$ cat src/rtl/core/dmsn_pkg.sv
// shared widths, register indexes and constants of the surface normal block
package dmsn_pkg;

	localparam int SAMPLE_W = 16;
	localparam int COL_W = 10;
	localparam int ROW_W = 12;
	localparam int NXY_W = 16;
	localparam int NZ_W = 15;
	localparam int MAG_W = 16;

	localparam int CFG_IDX_W = 2;
	localparam int CFG_DATA_W = 13;
	localparam int FW_W = 11;
	localparam int FH_W = 13;
	localparam int MAX_HEIGHT = 4096;

	localparam logic [CFG_IDX_W-1:0] CFG_FRAME_WIDTH = 2'd0;
	localparam logic [CFG_IDX_W-1:0] CFG_FRAME_HEIGHT = 2'd1;

	localparam logic [FW_W-1:0] FRAME_WIDTH_RST = 11'd640;
	localparam logic [FH_W-1:0] FRAME_HEIGHT_RST = 13'd480;

	// normalizing unit: 33 quotient bits of num*2^32/den, then a 17-bit square root
	localparam int QUO_W = 33;
	localparam int RAD_W = 34;
	localparam int ROOT_W = 17;
	localparam int REM_W = 20;
	localparam int DIV_STEPS = 33;
	localparam int ROOT_STEPS = 17;
	localparam int STEP_W = 6;

	localparam logic [MAG_W-1:0] Q15_MAX = 16'h7FFF;

endpackage

$ cat src/rtl/core/dmsn_root.sv
// iterative unit: round(sqrt(num/den)) in q1.15 by long division then bitwise square root
module dmsn_root #(
	parameter int SW = 34
) (
	input  logic                         clk,
	input  logic                         arst_n,
	input  logic                         start,
	input  logic [SW-1:0]                num,
	input  logic [SW-1:0]                den,
	output logic                         done,
	output logic [dmsn_pkg::MAG_W-1:0]   mag
);

	typedef enum logic [2:0] {
		U_IDLE = 3'b001,
		U_DIV  = 3'b010,
		U_ROOT = 3'b100
	} ustate_t;

	ustate_t state_q;
	logic [dmsn_pkg::STEP_W-1:0] cnt_q;
	logic [SW-1:0] den_q;
	logic [SW-1:0] rem_q;
	logic lsb_q;
	logic [dmsn_pkg::QUO_W-1:0] quo_q;
	logic [dmsn_pkg::RAD_W-1:0] rad_q;
	logic [dmsn_pkg::REM_W-1:0] rrem_q;
	logic [dmsn_pkg::ROOT_W-1:0] root_q;

	logic [SW:0] sh;
	logic ge;
	logic [SW-1:0] rem_nx;
	logic [dmsn_pkg::QUO_W-1:0] quo_nx;
	logic [dmsn_pkg::REM_W+1:0] rsh;
	logic [dmsn_pkg::REM_W+1:0] trial;
	logic ge2;
	logic [dmsn_pkg::REM_W-1:0] rrem_nx;
	logic [dmsn_pkg::ROOT_W-1:0] root_nx;
	logic [dmsn_pkg::ROOT_W:0] half;

	always_comb begin
		sh = {rem_q, (cnt_q == '0) ? lsb_q : 1'b0};
		ge = sh >= {1'b0, den_q};
		rem_nx = ge ? SW'(sh - {1'b0, den_q}) : SW'(sh);
		quo_nx = {quo_q[dmsn_pkg::QUO_W-2:0], ge};

		rsh = {rrem_q, rad_q[dmsn_pkg::RAD_W-1 -: 2]};
		trial = (dmsn_pkg::REM_W + 2)'({root_q, 2'b01});
		ge2 = rsh >= trial;
		rrem_nx = ge2 ? dmsn_pkg::REM_W'(rsh - trial) : dmsn_pkg::REM_W'(rsh);
		root_nx = {root_q[dmsn_pkg::ROOT_W-2:0], ge2};
		half = ((dmsn_pkg::ROOT_W + 1)'(root_nx) + 1'b1) >> 1;
	end

	always_ff @(posedge clk or negedge arst_n) begin
		if (!arst_n) begin
			state_q <= U_IDLE;
			done <= 1'b0;
			cnt_q <= '0;
		end else begin
			done <= 1'b0;
			unique case (state_q)
				U_IDLE: begin
					if (start) begin
						state_q <= U_DIV;
						cnt_q <= '0;
					end
				end
				U_DIV: begin
					if (cnt_q == dmsn_pkg::STEP_W'(dmsn_pkg::DIV_STEPS - 1)) begin
						state_q <= U_ROOT;
						cnt_q <= '0;
					end else begin
						cnt_q <= cnt_q + 1'b1;
					end
				end
				U_ROOT: begin
					if (cnt_q == dmsn_pkg::STEP_W'(dmsn_pkg::ROOT_STEPS - 1)) begin
						state_q <= U_IDLE;
						done <= 1'b1;
					end else begin
						cnt_q <= cnt_q + 1'b1;
					end
				end
				default: state_q <= U_IDLE;
			endcase
		end
	end

	always_ff @(posedge clk) begin
		unique case (state_q)
			U_IDLE: begin
				den_q <= den;
				rem_q <= num >> 1;
				lsb_q <= num[0];
				quo_q <= '0;
			end
			U_DIV: begin
				rem_q <= rem_nx;
				quo_q <= quo_nx;
				rad_q <= {1'b0, quo_nx};
				rrem_q <= '0;
				root_q <= '0;
			end
			U_ROOT: begin
				rad_q <= rad_q << 2;
				rrem_q <= rrem_nx;
				root_q <= root_nx;
				mag <= dmsn_pkg::MAG_W'(half);
			end
			default: ;
		endcase
	end

endmodule

$ cat config.mk
export PLATFORM = sky130hd
export DESIGN_NAME = dmsn_root
export DESIGN_NICKNAME = d
export VERILOG_FILES = /design/src/rtl/core/dmsn_pkg.sv /design/src/rtl/core/dmsn_root.sv
export SDC_FILE = /design/constraint.sdc
export NUM_CORES = 1
export LEC_CHECK = 0
export BUFFER_PORTS_ARGS = -buffer_cell sky130_fd_sc_hd__buf_2
export CAP_MARGIN = 10
export CORE_MARGIN = 5
export CORE_UTILIZATION = 55
export DETAILED_ROUTE_END_ITERATION = 8
export GPL_TIMING_DRIVEN = 0
export PLACE_DENSITY_LB_ADDON = 0.25
export SLEW_MARGIN = 20
export SYNTH_ARGS = -nofsm -noshare
export SYNTH_HDL_FRONTEND = slang
export SYNTH_SLANG_ARGS = --single-unit
$ cat constraint.sdc
create_clock -name clk -period 4.8 [get_ports clk]
set_input_delay 0.96 -clock clk [delete_from_list [all_inputs] [get_ports clk]]
set_output_delay 0.96 -clock clk [all_outputs]
set_load 0.1 [all_outputs]
==> flow_summary.json <==
{
  "status": "finished, final reports clean",
  "rsz0062_at_grt": "no",
  "max_freq_mhz": 260,
  "synth_edf_count": 188,
  "crit_required_ns": 5.01,
  "via_count": 8439,
  "synth_cells": 1096,
  "power_frac_seq_pct": 32.7,
  "place_inst": 1456,
  "fin_worst_skew_ns": 0.0148,
  "clock-root-buffer": "clkbuf_16",
  "yosys.area.top_type_share_pct": 50.7,
  "start_util_pct": 55.3,
  "critPathLaunch": "root_q[1]",
  "ant_nets": 0,
  "start_kind": "register",
  "power_frac_comb_pct": 52.4,
  "critPathCapture": "mag[15]",
  "utilization_pct": 62.5,
  "synth_area_leaders": "edfxtp_1, ha_1, nand2_1, nand3_1, nor2_1",
  "cap_viol_max_count": 0,
  "vias_per_cell": 5.67,
  "syn_area_um2": 11100,
  "worstPathArrival_ns": 4.05,
  "ys_warn_count": 0,
  "syn_nets": 1224,
  "final_max_slew_viol_count": 0,
  "syn_to_final_growth_pct": 13.0,
  "die_height_um": 152,
  "path_delay_family": "compound AO/OA/AOI/OAI gates",
  "grt_pass1_wl_um": 40600,
  "setup_viol": 0,
  "tightest_slew_ns": 1.07,
  "async_flop_share_pct": 5.05,
  "gr-total-overflow": 0,
  "use_met1_pct": 28.6,
  "slowest_delay_ns": 0.48,
  "ys_ff_latch": 198,
  "track_usage_pct": 21.3,
  "wl_um": 24600,
  "final_cell_area_um2": 12600,
  "placedInstanceArea_um2": 12000,
  "worstPathCellList": "inv_1 > ha_1 > o21a_1 > o31a_1 > o2111ai_1 > nand2_1 > o21ai_0 > a21oi_1 > buf_2 > ha_1 > and4_1 > clkbuf_1 > nand3_1 > xnor2_1",
  "intPower_uw": 5350,
  "drive_gt1_share_pct": 12.6,
  "gr-usage-met3_pct": 3.04,
  "relSlewSlack_pct": 26.8,
  "cts.clk_slew.worst_paths_ns": 0.08,
  "ys_top_cells_by_count": "edfxtp_1, nand2_1, nor2_1, nand3_1, inv_1",
  "rrSetupSlack_ns": 0.95,
  "finalCritPeriodShare_pct": 80.2,
  "switching_power_uw": 4240,
  "ctsLongestPathBuffers": 2,
  "p_sw_share_pct": 44.2,
  "hold_viol_final": 0,
  "grt_max_degree": 44,
  "ctsResizeCount": 0,
  "pwr-share-clk_pct": 14.9,
  "die_w_um": 152,
  "syn_area_per_cell_um2": 10.2,
  "p_leak_uw": 0.00536,
  "peakVddDrop_mv": 0.406,
  "hold_path.class": "input pin to asynchronous set/reset pin",
  "r2r_end": "mag[15]",
  "worstSetupEndpointType": "register",
  "worst-path-buf-inv": 3,
  "fin_hold_ws_ns": 0.360,
  "cts_tree": "built",
  "power.density_nw_per_um2": 763,
  "synth_ff_type": "edfxtp_1",
  "antenna_found_initial": 0,
  "layout.cells.non_filler": 1488,
  "yosysSeqAreaShare_pct": 53.0,
  "r2r-start": "root_q[1]",
  "yosys.cell_count.top_type": "edfxtp_1",
  "fp-row-count": 52,
  "tns_ns": 0,
  "htree_levels": 4,
  "cp_slowest_cell": "a21oi_1",
  "gp_congestion": 0.918,
  "final.min_clock_period_ns": 3.85,
  "insertion_delay_ns": 0.45,
  "holdBufCountCts": 0,
  "routedWlPerCell_um": 16.6,
  "dp_hpwl_um": 17800,
  "cts_setup_buffers": 0,
  "yosysTopAreaCell": "edfxtp_1",
  "cp_common_cell": "ha_1",
  "port_buffers": 87,
  "ios": 88,
  "ys_types": 63,
  "fp.dieArea_um2": 23200,
  "critPathKind": "register to register",
  "first_pass_iters": 5,
  "drtIter0Drc": 575,
  "coreArea_um2": 20100,
  "first_global_vias": 8370,
  "reg2reg_depth": 14,
  "busiest_layer": "met2",
  "nFillCells": 1703,
  "drc": 0,
  "cp_max_fo": 10,
  "path_depth": 14,
  "cts_num_sinks": 198,
  "n_antenna_cell": 0,
  "cts_inserted_buffers": 17,
  "grt_use_met2_pct": 35.3,
  "final_nets": 1333
}
cell usage in the layout (no fill, tap or decap), types with 7 or more instances in the layout:
cell	count
a21oi_1	60
buf_2	96
nor2b_1	8
a31oi_1	9
a211oi_1	11
nor4_1	7
edfxtp_1	188
and3_1	41
nand2_1	171
clkbuf_1	28
dfrtp_1	9
nand4_1	14
xnor2_1	36
clkbuf_16	17
o211ai_1	7
a21o_1	21
nand3_1	82
o21ai_0	30
inv_1	68
nor3_1	15
nor2_1	91
mux2i_1	16
ha_1	56
xor2_1	25
flip-flops by register name, summed over array words and instances, names as in the netlist, 6 cells and up:
signal	cells
rrem_q	20
quo_q	32
root_q	17
cnt_q	6
mag	16
den_q	34
rad_q	34
rem_q	34
stage by stage:
step,worst slack (ns),total power (uW)
floorplan,1.28,6870
CTS,0.952,9580
finish,0.951,9590
global placement,0.0694,8030
detailed placement,0.967,8120
global route,0.675,10300
cell type report:
| class | instances | area, um2 | area share [%] |
|---|---|---|---|
| clock inverters | 14 | 169 | 1.34 |
| repair buffers | 90 | 495 | 3.94 |
| clock buffers | 18 | 429 | 3.41 |
| inverters | 69 | 259 | 2.06 |
| multi-input cells | 783 | 4790 | 38.1 |
| plain buffers | 46 | 200 | 1.59 |
| flip-flops and latches | 198 | 5900 | 46.9 |
| well taps | 270 | 338 | 2.69 |
cells by family after synthesis:
group	share of synthesized area, %
DFF	53.0
and+or+nand+nor	19.5
xor gates and xnor gates	4.80
AOI/OAI and AO/OA	10.5
buffers and inverters	4.12
adders and majority gates	6.48
muxes	1.64
worst min path at each step:
stage	cells past startpoint	from	to	slack, ns
detailed placement	2	rad_q[13]	rad_q[15]	0.50
CTS	1	arst_n	done	0.36
floorplan	2	rad_q[8]	rad_q[10]	0.48
finish	1	arst_n	done	0.36
global placement	2	rad_q[14]	rad_q[16]	0.49
global route	1	arst_n	done	0.38
routing by layer:
layer  up-vias  routed length, um
li1       4171                  -
met1      3981              11200
met2       233              11700
met4         0                727
met3        54               1040
met5         -                  0
power by group through the flow:
stage | Combinational (uW) | Sequential, uW | Clock [uW]
global route | 5580 | 3210 | 1540
floorplan | 3660 | 3210 | 0
finish | 5020 | 3140 | 1430
global placement | 4800 | 3230 | 0
CTS | 4990 | 3130 | 1460
detailed placement | 4950 | 3170 | 0
No activity file was read; power rests on OpenSTA's default activity.
